### src/hdl/psb_pkg.sv
// Package for the projected screen bounding box block: widths, codes,
// sequencer states and the rectangle helper functions.
// No dependencies; every module of the block imports it.
`timescale 1ns / 1ps

package psb_pkg;

    localparam int FRAC_BITS = 16;
    // Column sums stay below 2^(64-F) in magnitude, so this width holds c + w too.
    localparam int C_W     = 66 - FRAC_BITS;
    localparam int MS_W    = C_W;
    localparam int NUM_W   = MS_W + 32;
    localparam int DIVN_W  = NUM_W + FRAC_BITS;
    localparam int CNT_W   = $clog2(DIVN_W + 1);
    localparam int SCR_W   = 32 + FRAC_BITS;
    localparam int CAP_W   = 34 + FRAC_BITS;
    localparam int V_W     = 36 + FRAC_BITS;
    localparam int MUL_W   = 33;
    localparam int N_TERMS = 3;
    localparam int CFG_IDX_W = 4;

    localparam logic [CAP_W-1:0] CAP = {1'b1, {(CAP_W - 1){1'b0}}};
    localparam logic signed [SCR_W-1:0] SCR_MAX = {1'b0, {(SCR_W - 1){1'b1}}};
    localparam logic signed [SCR_W-1:0] SCR_MIN = {1'b1, {(SCR_W - 1){1'b0}}};
    localparam logic [31:0] ONE_Q = 32'(1 << FRAC_BITS);
    localparam logic [SCR_W-1:0] FRAC_MASK = SCR_W'((1 << FRAC_BITS) - 1);
    localparam logic [SCR_W:0] HALF_Q = (SCR_W + 1)'(1 << (FRAC_BITS - 1));

    localparam logic [CFG_IDX_W-1:0] REG_COEF_X0 = 4'd0;
    localparam logic [CFG_IDX_W-1:0] REG_COEF_X1 = 4'd1;
    localparam logic [CFG_IDX_W-1:0] REG_COEF_Y0 = 4'd2;
    localparam logic [CFG_IDX_W-1:0] REG_COEF_Y1 = 4'd3;
    localparam logic [CFG_IDX_W-1:0] REG_COEF_W0 = 4'd4;
    localparam logic [CFG_IDX_W-1:0] REG_COEF_W1 = 4'd5;
    localparam logic [CFG_IDX_W-1:0] REG_VP_ORG  = 4'd6;
    localparam logic [CFG_IDX_W-1:0] REG_VP_SIZE = 4'd7;

    typedef enum logic [3:0] {
        S_IDLE, S_MUL, S_ACC, S_CHK, S_PREP, S_MLO, S_ALO, S_MHI,
        S_AHI, S_DIV, S_WAIT, S_SCR, S_UPD, S_FIN
    } t_state;

    // Q32.F value to integer, truncated toward zero.
    function automatic logic signed [31:0] f_trunc(input logic signed [SCR_W-1:0] v);
        logic signed [SCR_W-1:0] b;
        if (v[SCR_W-1]) begin
            b = v + FRAC_MASK;
        end else begin
            b = v;
        end
        return 32'(b >>> FRAC_BITS);
    endfunction

    // (hi - lo + 1/2) truncated, saturated to 31 bits.
    function automatic logic [30:0] f_extent(input logic signed [SCR_W-1:0] lo,
                                             input logic signed [SCR_W-1:0] hi);
        logic [SCR_W:0] d;
        logic [SCR_W:0] t;
        d = (SCR_W + 1)'(hi) - (SCR_W + 1)'(lo);
        t = (d + HALF_Q) >> FRAC_BITS;
        if (|t[SCR_W:31]) begin
            return 31'h7FFF_FFFF;
        end
        return t[30:0];
    endfunction

endpackage

### src/hdl/psb_mul.sv
// Shared signed multiplier with a registered product.
// Depends on psb_pkg for the operand width.
`timescale 1ns / 1ps

module psb_mul import psb_pkg::*; (
    input  logic                        i_clk,
    input  logic signed [MUL_W-1:0]     i_a,
    input  logic signed [MUL_W-1:0]     i_b,
    output logic signed [2*MUL_W-1:0]   o_prod
);

    logic signed [2*MUL_W-1:0] r_prod;

    always_ff @(posedge i_clk) begin
        r_prod <= i_a * i_b;
    end

    assign o_prod = r_prod;

endmodule

### config.mk
export PLATFORM = sky130hd
export DESIGN_NAME = psb_mul
export DESIGN_NICKNAME = d
export VERILOG_FILES = /design/src/hdl/psb_pkg.sv /design/src/hdl/psb_mul.sv
export SDC_FILE = /design/constraint.sdc
export NUM_CORES = 2
export LEC_CHECK = 0
export BUFFER_PORTS_ARGS = -buffer_cell sky130_fd_sc_hd__buf_2
export CORE_MARGIN = 4
export CORE_UTILIZATION = 52
export DETAILED_ROUTE_END_ITERATION = 16
export PLACE_DENSITY = 0.76
export SYNTH_ARGS = -nofsm -noshare
export SYNTH_HDL_FRONTEND = slang
export SYNTH_SLANG_ARGS = --single-unit
### constraint.sdc
create_clock -name i_clk -period 9.25 [get_ports i_clk]
set_input_delay 0.925 -clock i_clk [delete_from_list [all_inputs] [get_ports i_clk]]
set_output_delay 0.925 -clock i_clk [all_outputs]
set_load 0.02 [all_outputs]
* Word-level counts from Yosys, hierarchy flattened *
Cells that the tools add are included.

cells by class
  multiply operators = 1

operators with widths
  cell              count
  $mul A33 B33 Y66  1

word-level totals
  register bits = 66
  bits of input ports = 67
  word-level logic and storage cells = 2

* Depth between registers and ports, before layout *
  depth after elaboration = 1
  gate-level depth with buffers = 27
  depth with buffers taken out = 26

* Least setup slack after synthesis *
No wires, ideal clock.

  path type = in2reg
  start = in i_a[32]
  end = reg r_prod[62], in the netlist o_prod[62]
  library setup time = 0.079 ns
  data arrival time = 8.082 ns
  setup slack = 1.089 ns
  stages = 23
  path buffers = 2
  cells stage by stage = clkbuf_1 nand2_1 inv_1 fa_1 fa_1 fa_1 fa_1 fa_1 fa_1 fa_1 inv_1 fa_1 inv_1 ha_1 clkbuf_1 and3_1 nand3_1 nand2b_1 a2111oi_4 a211oi_4 a21o_2 a21o_1 a211oi_2

on the way
  cells in the longest elaborated chain, start to end = 1

ends and longest elaborated chain
  element                 line           text
  start: declaration      psb_mul.sv:7   input logic signed [MUL_W-1:0] i_a,
  $mul A33 B33 Y66        psb_mul.sv:15  r_prod <= i_a * i_b;
  end signal: assignment  psb_mul.sv:15
  end: declaration        psb_mul.sv:12  logic signed [2*MUL_W-1:0] r_prod;

Every way passes these cells.

* Final worst setup path *
  start = in i_b[12]
  end = reg r_prod[58], in the netlist o_prod[58]

on the way
  cells in the longest elaborated chain, start to end = 1

ends and longest elaborated chain
  element             line           text
  start: declaration  psb_mul.sv:8   input logic signed [MUL_W-1:0] i_b,
  $mul A33 B33 Y66    psb_mul.sv:15

Every way passes these cells.

==> impl_metrics.csv <==
group,metric,value,unit
outcome,status,"complete, no violations",
floorplanning,rows,102,
min_path,holdPathEnd,"o_prod[0]",
sta,slew_viol_final,0,
route,wl_per_cell,19.4,um
cts,clock-root-buffer,"clkbuf_16",
sta,tns,0,ns
synth,synthMuxAreaShare,0,
synth,yosysSeqAreaShare,0.0324,
global_routing,grt_usage,0.267,
synth,synth_xor_xnor_area_share,0.0146,
cts,h-tree-depth,3,
synth,yosys.area_share.adder,0.629,
cells_and_area,syn_to_final_growth,4.59,%
route,drc,0,
synth,syn_inst,4338,
setup_path,required,9.54,ns
setup_path,arrival,9.01,ns
global_routing,grt_pass1_vias,32889,
sta,clock.fmax,115,MHz
place,portBuffers,132,
cts,postCtsHoldBufs,0,
route,vias_per_cell,5.41,
sta,max-slew-margin-rel,0.354,
synth,synth_compound_area_frac,0.0407,
cells_and_area,layout-drive-gt1-share,0.0556,
synth,synth_top_family_by_area,"adder cells",
floorplanning,initial_core_util,0.525,
cts,cts.reportedPaths.clkPinSlew,0.08,ns
sta,worst_pin_slew,0.966,ns
synth,syn_avg_cell_area,9.39,um^2
floorplanning,dieHeight,288,um
setup_path,worst_setup_path_start_kind,"input pin",
floorplanning,die_x,288,um
cells_and_area,largest_reg_flops,66,
route,wirelength,104000,um
min_path,hp-class,"in -> reg",
route,num_vias,28998,
cells_and_area,fin_util,0.549,
route,antenna_left,0,
sta,setup_viol_count_final,0,
synth,syn_area,40700,um^2
setup_path,crit_fanout,33,
route,firstDrtPassIters,6,
sta,rsz0062_at_grt,"false",
sta,post-route-period-util,0.942,
synth,synth_edf_count,0,
cts,cts.sinks,66,
synth,yosys_warnings,0,
cells_and_area,fin_nets,5742,
global_routing,gr-total-overflow,0,
setup_path,crit_type,"in -> reg",
synth,yosys.cell_types.count,80,
floorplanning,io_pins,133,
place,hpwl,86700,um
setup_path,critPathCaptureType,"flip-flop",
synth,syn_nets,5767,
global_routing,antenna_found_initial,9,
synth,ys_ff_latch,66,
synth,netlist_top_cells_area,"fa_1, inv_1, and2_1, ha_1, nand2_1",
cts,cts_buffers,9,
place,gp_congestion,0.948,
sta,hold_violations,0,
synth,synthSimpleGateAreaFrac,0.158,
min_path,hold_path_depth,3,
cts,ctsResizeCount,0,
cts,postCtsSetupBuffers,0,
sta,period_needed,8.71,ns
synth,synth_ff_type,"dfxtp_1",
sta,finalHoldWorstSlack,1.21,ns
synth,yosysTopAreaCell,"fa_1",
route,drt_iter0_drc,1893,
floorplanning,coreArea,77600,um^2
global_routing,grt_max_degree,34,
global_routing,grt_pass1_wl,172000,um
synth,synth_top_area_frac,0.563,
job,max_cap_violations,0,
cts,cts.path.max_buffers,2,
floorplanning,dieArea,82900,um^2
cts,tritoncts,"yes",
min_path,hold_start,"i_b[0]",
synth,async_reset_ff_frac,0,
worst max-delay path, stage by stage:
cell and delay (ns):
buf_2 0.51, nand2_1 0.29, fa_1 0.55, fa_1 0.78, buf_4 0.27, fa_1 0.44, inv_1 0.09, fa_1 0.44
fa_1 0.58, fa_1 0.45, fa_1 0.50, inv_1 0.05, fa_1 0.47, inv_1 0.04, ha_1 0.38, and4_1 0.39
nand3_1 0.25, nand2b_1 0.32, a2111oi_4 0.37, a211oi_4 0.13, a21oi_2 0.36, nor4b_2 0.10, a311oi_1 0.29
cells by family after synthesis:
kind of cell,count (synthesis)
fa+ha+maj,1362
compound gates,219
xor+xnor,68
buf+inv,1352
flops,66
simple gates,1271
synthesized netlist by cell type (3+ instances only):
cell type,n
nand4_1,11
o21bai_1,11
a21oi_1,57
ha_1,217
and2_1,562
fa_1,1145
o211ai_1,4
xnor2_1,43
a211oi_2,3
a21o_1,36
nand3_1,25
inv_1,1131
a21oi_2,3
a211o_1,6
nand2_1,551
and3_1,5
o21a_1,6
nand2b_1,12
o21ai_0,25
o31ai_4,3
xor2_1,25
nor3_1,7
a31oi_1,8
a211oi_1,7
nor2b_1,5
nor2_1,68
or3_1,3
o21ai_1,6
clkbuf_1,208
and4_1,5
buf_2,11
or2_2,3
dfxtp_1,66
through the flow:
stage / cells / cell area, um^2 / setup slack [ns]
after floorplan: 4338 / 40700 / 1.09
after global routing: 5361 / 42600 / 0.304
final: 5363 / 42600 / 0.536
after global placement: 5342 / 42300 / 0.180
after CTS: 5358 / 42600 / 0.544
after detailed placement: 5342 / 42300 / 0.160
cell usage in the layout (no fill, tap or decap), drive strengths merged, types with 9 or more instances in the layout:
cell type / count
a21oi: 61
nor2: 68
xnor2: 43
o21bai: 11
nand4: 12
fa: 1145
a21o: 38
xor2: 25
a211oi: 11
inv: 1133
ha: 217
and2: 563
nand3: 26
buf: 185
o21ai: 33
a31oi: 9
dfxtp: 66
nand2b: 12
clkbuf: 9
nand2: 551
layer usage:
layer | share of wire | up-vias | global-route usage
li1 | - | 12275 | -
met1 | 0.36 | 15148 | 0.324
met2 | 0.51 | 1244 | 0.459
met3 | 0.076 | 325 | 0.0524
met4 | 0.055 | 6 | 0.127
met5 | 0.00031 | - | 0
worst max path at each step:
| stage | start | slack (ns) | to |
|---|---|---|---|
| final | i_b[12] | 0.54 | o_prod[58] |
| after CTS | i_b[32] | 0.54 | o_prod[64] |
| after global routing | i_b[32] | 0.30 | o_prod[64] |
| after global placement | i_b[32] | 0.18 | o_prod[64] |
| after floorplan | i_a[32] | 1.09 | o_prod[62] |
| after detailed placement | i_b[32] | 0.16 | o_prod[64] |
area by class of cell:
class | count | area (um^2)
well taps | 1040 | 1300
clock inverters | 7 | 75.1
clock buffers | 9 | 225
multi-input cells | 2920 | 34300
flip-flops and latches | 66 | 1320
inverters | 1131 | 4250
repair buffers | 185 | 1100
fillers | 6944 | 35000
diodes | 5 | 12.5
Power is not shown: default switching activity piles up to over one toggle a cycle in this logic, so the estimate is an artifact.
