<file path="config.mk">
export PLATFORM = sky130hd
export DESIGN_NAME = psb_div
export DESIGN_NICKNAME = d
export VERILOG_FILES = /design/src/hdl/psb_pkg.sv /design/src/hdl/psb_div.sv
export SDC_FILE = /design/constraint.sdc
export NUM_CORES = 1
export LEC_CHECK = 0
export ABC_AREA = 1
export BUFFER_PORTS_ARGS = -buffer_cell sky130_fd_sc_hd__clkbuf_2
export CORE_UTILIZATION = 29
export DETAILED_ROUTE_END_ITERATION = 16
export GPL_ROUTABILITY_DRIVEN = 0
export PLACE_DENSITY = 0.48
export SLEW_MARGIN = 20
export SYNTH_ARGS = -nofsm -noshare
export SYNTH_HDL_FRONTEND = slang
export SYNTH_SLANG_ARGS = --single-unit
export TNS_END_PERCENT = 10
</file>
<file path="constraint.sdc">
create_clock -name i_clk -period 5.8 [get_ports i_clk]
set_input_delay 0.87 -clock i_clk [delete_from_list [all_inputs] [get_ports i_clk]]
set_output_delay 0.87 -clock i_clk [all_outputs]
set_load 0.005 [all_outputs]
</file>
<file path="src/hdl/psb_pkg.sv">
// Package for the projected screen bounding box block: widths, codes,
// sequencer states and the rectangle helper functions.
// No dependencies; every module of the block imports it.
`timescale 1ns / 1ps

package psb_pkg;

    localparam int FRAC_BITS = 16;
    // Column sums stay below 2^(64-F) in magnitude, so this width holds c + w too.
    localparam int C_W     = 66 - FRAC_BITS;
    localparam int MS_W    = C_W;
    localparam int NUM_W   = MS_W + 32;
    localparam int DIVN_W  = NUM_W + FRAC_BITS;
    localparam int CNT_W   = $clog2(DIVN_W + 1);
    localparam int SCR_W   = 32 + FRAC_BITS;
    localparam int CAP_W   = 34 + FRAC_BITS;
    localparam int V_W     = 36 + FRAC_BITS;
    localparam int MUL_W   = 33;
    localparam int N_TERMS = 3;
    localparam int CFG_IDX_W = 4;

    localparam logic [CAP_W-1:0] CAP = {1'b1, {(CAP_W - 1){1'b0}}};
    localparam logic signed [SCR_W-1:0] SCR_MAX = {1'b0, {(SCR_W - 1){1'b1}}};
    localparam logic signed [SCR_W-1:0] SCR_MIN = {1'b1, {(SCR_W - 1){1'b0}}};
    localparam logic [31:0] ONE_Q = 32'(1 << FRAC_BITS);
    localparam logic [SCR_W-1:0] FRAC_MASK = SCR_W'((1 << FRAC_BITS) - 1);
    localparam logic [SCR_W:0] HALF_Q = (SCR_W + 1)'(1 << (FRAC_BITS - 1));

    localparam logic [CFG_IDX_W-1:0] REG_COEF_X0 = 4'd0;
    localparam logic [CFG_IDX_W-1:0] REG_COEF_X1 = 4'd1;
    localparam logic [CFG_IDX_W-1:0] REG_COEF_Y0 = 4'd2;
    localparam logic [CFG_IDX_W-1:0] REG_COEF_Y1 = 4'd3;
    localparam logic [CFG_IDX_W-1:0] REG_COEF_W0 = 4'd4;
    localparam logic [CFG_IDX_W-1:0] REG_COEF_W1 = 4'd5;
    localparam logic [CFG_IDX_W-1:0] REG_VP_ORG  = 4'd6;
    localparam logic [CFG_IDX_W-1:0] REG_VP_SIZE = 4'd7;

    typedef enum logic [3:0] {
        S_IDLE, S_MUL, S_ACC, S_CHK, S_PREP, S_MLO, S_ALO, S_MHI,
        S_AHI, S_DIV, S_WAIT, S_SCR, S_UPD, S_FIN
    } t_state;

    // Q32.F value to integer, truncated toward zero.
    function automatic logic signed [31:0] f_trunc(input logic signed [SCR_W-1:0] v);
        logic signed [SCR_W-1:0] b;
        if (v[SCR_W-1]) begin
            b = v + FRAC_MASK;
        end else begin
            b = v;
        end
        return 32'(b >>> FRAC_BITS);
    endfunction

    // (hi - lo + 1/2) truncated, saturated to 31 bits.
    function automatic logic [30:0] f_extent(input logic signed [SCR_W-1:0] lo,
                                             input logic signed [SCR_W-1:0] hi);
        logic [SCR_W:0] d;
        logic [SCR_W:0] t;
        d = (SCR_W + 1)'(hi) - (SCR_W + 1)'(lo);
        t = (d + HALF_Q) >> FRAC_BITS;
        if (|t[SCR_W:31]) begin
            return 31'h7FFF_FFFF;
        end
        return t[30:0];
    endfunction

endpackage

</file>
<file path="src/hdl/psb_div.sv">
// Restoring divider, one quotient bit per cycle.
// Depends on psb_pkg for the numerator and divisor widths.
`timescale 1ns / 1ps

module psb_div import psb_pkg::*; (
    input  logic                i_clk,
    input  logic                i_rst_n,
    input  logic                i_start,
    input  logic [DIVN_W-1:0]   i_num,
    input  logic [MS_W-1:0]     i_den,
    output logic                o_busy,
    output logic [DIVN_W-1:0]   o_quo
);

    logic              r_busy;
    logic [CNT_W-1:0]  r_cnt;
    logic [MS_W-1:0]   r_rem;
    logic [MS_W-1:0]   r_den;
    logic [DIVN_W-1:0] r_quo;
    logic [MS_W:0]     rem_sh;
    logic [MS_W:0]     rem_sub;
    logic              ge;

    always_comb begin
        rem_sh  = {r_rem, r_quo[DIVN_W-1]};
        ge      = rem_sh >= {1'b0, r_den};
        rem_sub = rem_sh - {1'b0, r_den};
    end

    always_ff @(posedge i_clk) begin
        if (!i_rst_n) begin
            r_busy <= 1'b0;
            r_cnt  <= '0;
        end else if (i_start) begin
            r_busy <= 1'b1;
            r_cnt  <= CNT_W'(DIVN_W);
        end else if (r_busy) begin
            r_cnt <= r_cnt - 1'b1;
            if (r_cnt == CNT_W'(1)) begin
                r_busy <= 1'b0;
            end
        end
    end

    always_ff @(posedge i_clk) begin
        if (i_start) begin
            r_rem <= '0;
            r_den <= i_den;
            r_quo <= i_num;
        end else if (r_busy) begin
            r_rem <= ge ? rem_sub[MS_W-1:0] : rem_sh[MS_W-1:0];
            r_quo <= {r_quo[DIVN_W-2:0], ge};
        end
    end

    assign o_busy = r_busy;
    assign o_quo  = r_quo;

endmodule

</file>
* Yosys cells after proc, flatten, opt, wreduce, memory -nomap -nowiden
Index checks and enable logic that the tools add are counted.
** Storage, ports and cells
- Register bits :: 206
- Bits in latches :: 0
- Bits in writable memories :: 0
- Bits in read-only memories :: 0
- Output and inout bits :: 99
- Logic and storage cells :: 21
- Memories :: 0
** Cells by class
- $add $sub $neg :: 2
- Multiply operators :: 0
- Div/mod/pow operators :: 0
- Order comparisons :: 1
- Equal/unequal tests :: 1
- Shifts and indexed selects :: 0
- Mux-type cells :: 8
- Bitwise logic cells :: 1
- Reduce and logical (&&, ||, !) cells :: 2
** Operators with widths (count)
- 98-bit two-way mux :: 2
- 51-bit by 50-bit greater-or-equal comparator with 1-bit output :: 1
- 50-bit two-way mux :: 1
- 50-bit subtractor :: 1
- 7-bit two-way mux :: 2
- 7-bit by 1-bit equality test with 1-bit output (second input constant) :: 1
- 7-bit by 1-bit subtractor with 7-bit output (second input constant) :: 1
- 1-bit two-way mux :: 3
- 2-bit nonzero test :: 1
- 2-bit OR reduction :: 1
- 1-bit NOT :: 1

* Depth between registers and ports, before layout
- Word-level depth :: 4
- Mapped depth :: 17
- Depth with buffers taken out :: 17

* Worst setup path after synthesis
No wires, ideal clock.
- Path type :: input port to flip-flop
- From :: input i_start
- To :: register r_quo[0], in the netlist o_quo[0] (enable)
- Data arrival time :: 3.898 ns
- Path slack :: 1.400 ns
- Stages :: 3
- Path buffers :: 1
- Path through :: nor2_1 -> inv_1 -> clkbuf_1
** On the way
- Cells in the longest elaborated chain, start to end :: 1
** Ends and longest elaborated chain
- start, declared :: line psb_div.sv:8 : input logic i_start,
- 2-bit nonzero test (no line)
- end signal, assigned :: line psb_div.sv:49 : r_quo <= i_num;
- end signal, assigned :: line psb_div.sv:52 : r_quo <= {r_quo[DIVN_W-2:0], ge};
- end, declared :: line psb_div.sv:19 : logic [DIVN_W-1:0] r_quo;
Every way passes these cells.
A chain may end at the register's enable or synchronous reset.

* Worst setup path after layout
- From :: register r_den[46]
- To :: register r_rem[10]
** On the way
- Cells in the longest elaborated chain, start to end :: 2
** Ends and longest elaborated chain
- start, declared :: line psb_div.sv:18 : logic [MS_W-1:0] r_den;
- start signal, assigned :: line psb_div.sv:48 : r_den <= i_den;
- 51-bit by 50-bit greater-or-equal comparator with 1-bit output :: line psb_div.sv:26 : ge = rem_sh >= {1'b0, r_den};
- 50-bit two-way mux :: line psb_div.sv:51 : r_rem <= ge ? rem_sub[MS_W-1:0] : rem_sh[MS_W-1:0];
- end signal, assigned :: line psb_div.sv:51
- end, declared :: line psb_div.sv:17 : logic [MS_W-1:0] r_rem;
Every way passes these cells.

==> flow_metrics.tcl <==
set metrics [dict create \
    status "finished, final reports clean" \
    combPwrFrac_pct 11.6 \
    antenna_cells 0 \
    p_switching_uw 1028 \
    slew_violations 0 \
    finClkSkew_ns 0.01895 \
    cts_buffers 27 \
    dieArea_sq_um 45730 \
    sw_frac_of_total_pct 26.25 \
    synth_top_area_share_pct 34.15 \
    grt_use_total_pct 18.26 \
    antenna_found_initial 0 \
    period_needed_ns 3.887 \
    num_vias 12180 \
    drtAntennaViolNets 0 \
    leakagePower_uw 0.008377 \
    hp-class "reg -> reg" \
    cts_tree "built" \
    rows 77 \
    avgRoutedWirePerCell_um 15.26 \
    multi_input_area_sq_um 5853 \
    finish.instance_area_sq_um 15750 \
    synthesis.nets 2081 \
    critPathLaunchType "flip-flop" \
    syn_inst 1877 \
    peakVddDrop_mv 0.1895 \
    postPlaceCellArea_sq_um 14870 \
    num_io_pins 250 \
    nets 2318 \
    syn_to_final_growth_pct 21.03 \
    die_w_um 213.8 \
    arrival_ns 4.38 \
    post_cts_buffers 0 \
    grtUsageMet2_pct 28.99 \
    crit_path_end_kind "flip-flop" \
    syn_area_sq_um 13010 \
    wl_um 41580 \
    clk_pin_slew_ns 0.06 \
    relSlewSlack_pct 32.75 \
    grt_overflow_total 0 \
    grt_pass1_vias 11810 \
    ys_warn_count 0 \
    h-tree-depth 1 \
    drive_above_1_share_pct 14.96 \
    cts_max_path_buffers 3 \
    period_share_pct 67.02 \
    clock_sinks 206 \
    nFillCells 4814 \
    ff_latch_area_sq_um 5605 \
    setup_viol 0 \
    first_iter_violations 764 \
    clk_latency_ns 0.57 \
    postSynthAreaPerCell_sq_um 6.934 \
    finalSetupTns_ns 0 \
    post-dp-hpwl_um 31450 \
    internal_power_uw 2888 \
    cp_max_fo 51 \
    grt_pass1_wl_um 65230 \
    hold_viol_final 0 \
    ys_types 35 \
    io_buffers 249 \
    yosys-top-cells-area "edfxtp_1 (34%), nand2_1 (24%), inv_1 (10%)" \
    cts_hold_buf 0 \
    grt_max_degree 77 \
    drc 0 \
    top_usage_layer "met2" \
    cts_resized 0 \
    start_util_pct 29.43 \
    met3_usage_pct 5.141 \
    pwr-share-clk_pct 43.3 \
    yosysTopAreaCell "edfxtp_1" \
    worstPathRequired_ns 6.29 \
    fp.dieH_um 213.8 \
    max_freq_mhz 257.3 \
    use_met1_pct 24.26 \
    cts.root.buffer_cell "clkbuf_16" \
    maxCapViolCount 0 \
    ys_seq_area_share_pct 43.07 \
    worst_slew_pin_slew_ns 1.009 \
    worst-setup-path-type "reg -> reg" \
    dr.pass1.iters 5 \
    powerDensity_nw_per_um2 248.6 \
    avgViaCountPerCell 4.468 \
    ys_ff_latch 206 \
    rsz0062_at_grt "no" \
    pwr-share-seq_pct 45.1 \
    core-area_sq_um 44220 \
]
## Yosys cell counts (all sizes together)
library cell,instances
and3,1
xnor2,23
o21ai,30
fa,1
a41oi,1
nand2,819
nand4,61
nor4,3
clkbuf,40
a31oi,1
dfxtp,58
o31ai,1
nor2,94
buf,12
nand3,122
nand3b,4
o21ba,1
nor3,10
ha,52
inv,354
xor2,3
and2,2
edfxtp,148
a21oi,32
clkinv,1
o21bai,3
## worst max-delay path: stages (launching register included)
cell and delay (ns):
edfxtp_1 0.33, inv_1 0.04, ha_1 0.35, a21oi_1 0.29, nand2_1 0.09, a21oi_1 0.27
nand2_1 0.14, a21oi_4 0.12, buf_4 0.50, nand3_2 0.89, buf_4 0.51, nand2_1 0.08
nand3_1 0.07, o21ai_1 0.10
## placed cells by master, fill, tap and decap left out, drive strengths merged
master,count
clkinvlp,1
nand3b,4
a41oi,1
buf,12
nor4,3
inv,357
clkinv,9
nand4,61
edfxtp,148
nor3,10
nand2,819
o31ai,1
fa,1
and3,1
o21ba,1
o21bai,3
xnor2,23
clkbuf,281
and2,2
dfxtp,58
nand3,122
a21oi,32
ha,52
o21ai,30
nor2,94
xor2,3
a31oi,1
bufinv,3
## state kept, by name, indices dropped and copies added (netlist names)
name and cells:
o_busy 1, o_quo 98, r_cnt 7, r_den 50
r_rem 50
## power by group through the flow
stage	clock, uW	combinational (uW)	sequential, uW
after floorplan	0	238	1790
after global placement	0	466	1790
after detailed placement	0	465	1790
after CTS	1760	465	1770
after global routing	1820	522	1780
final	1700	456	1760
## cells by family after synthesis
| group | count (synthesis) | synth area share [%] |
|---|---|---|
| AO/OA/AOI/OAI | 69 | 2.923 |
| AND/OR/NAND/NOR | 1116 | 35.07 |
| XOR/XNOR | 26 | 1.750 |
| buffers and inverters | 407 | 12.04 |
| adder cells (fa/ha/maj) | 53 | 5.153 |
| flip-flops | 206 | 43.07 |
## final cells by class
class,instances,area share [%]
Sequential cell,206,35.59
Timing Repair Buffer,260,8.476
Clock buffer,33,4.496
Clock inverter,15,1.104
Inverter,355,8.476
Tap cell,592,4.703
Multi-Input combinational cell,1264,37.16
## per-layer routing
metal,share of wire [%],up-vias
li1,-,6294
met1,46,5481
met2,44,341
met3,7.7,60
met4,2.3,0
met5,0,-
## per-stage QoR
stage                     utilization [%]  instances  worst slack [ns]  power (uW)  hold slack, ns
after floorplan                         -       1877             1.400        2030          0.4439
after global placement              33.62       2677             2.057        2258          0.4585
after detailed placement            33.62       2677             1.921        2258          0.4651
after CTS                           35.62       2725             1.934        3994          0.4348
after global routing                35.62       2725             1.600        4117          0.4420
final                               35.62       2725             1.913        3916          0.4734
## path summary, 6_finish.rpt
check                         startpoint                endpoint  slack (ns)  cells past startpoint
hold / removal    r_rem[40]$_SDFFE_PP0P_  r_rem[40]$_SDFFE_PP0P_        0.47                      2
setup reg to reg     r_den[46]$_DFFE_PP_  r_rem[10]$_SDFFE_PP0P_        1.91                     13
setup / recovery     r_den[46]$_DFFE_PP_  r_rem[10]$_SDFFE_PP0P_        1.91                     13
hold reg to reg   r_rem[40]$_SDFFE_PP0P_  r_rem[40]$_SDFFE_PP0P_        0.47                      2
Note: power is estimated with default switching activity, not from simulation.
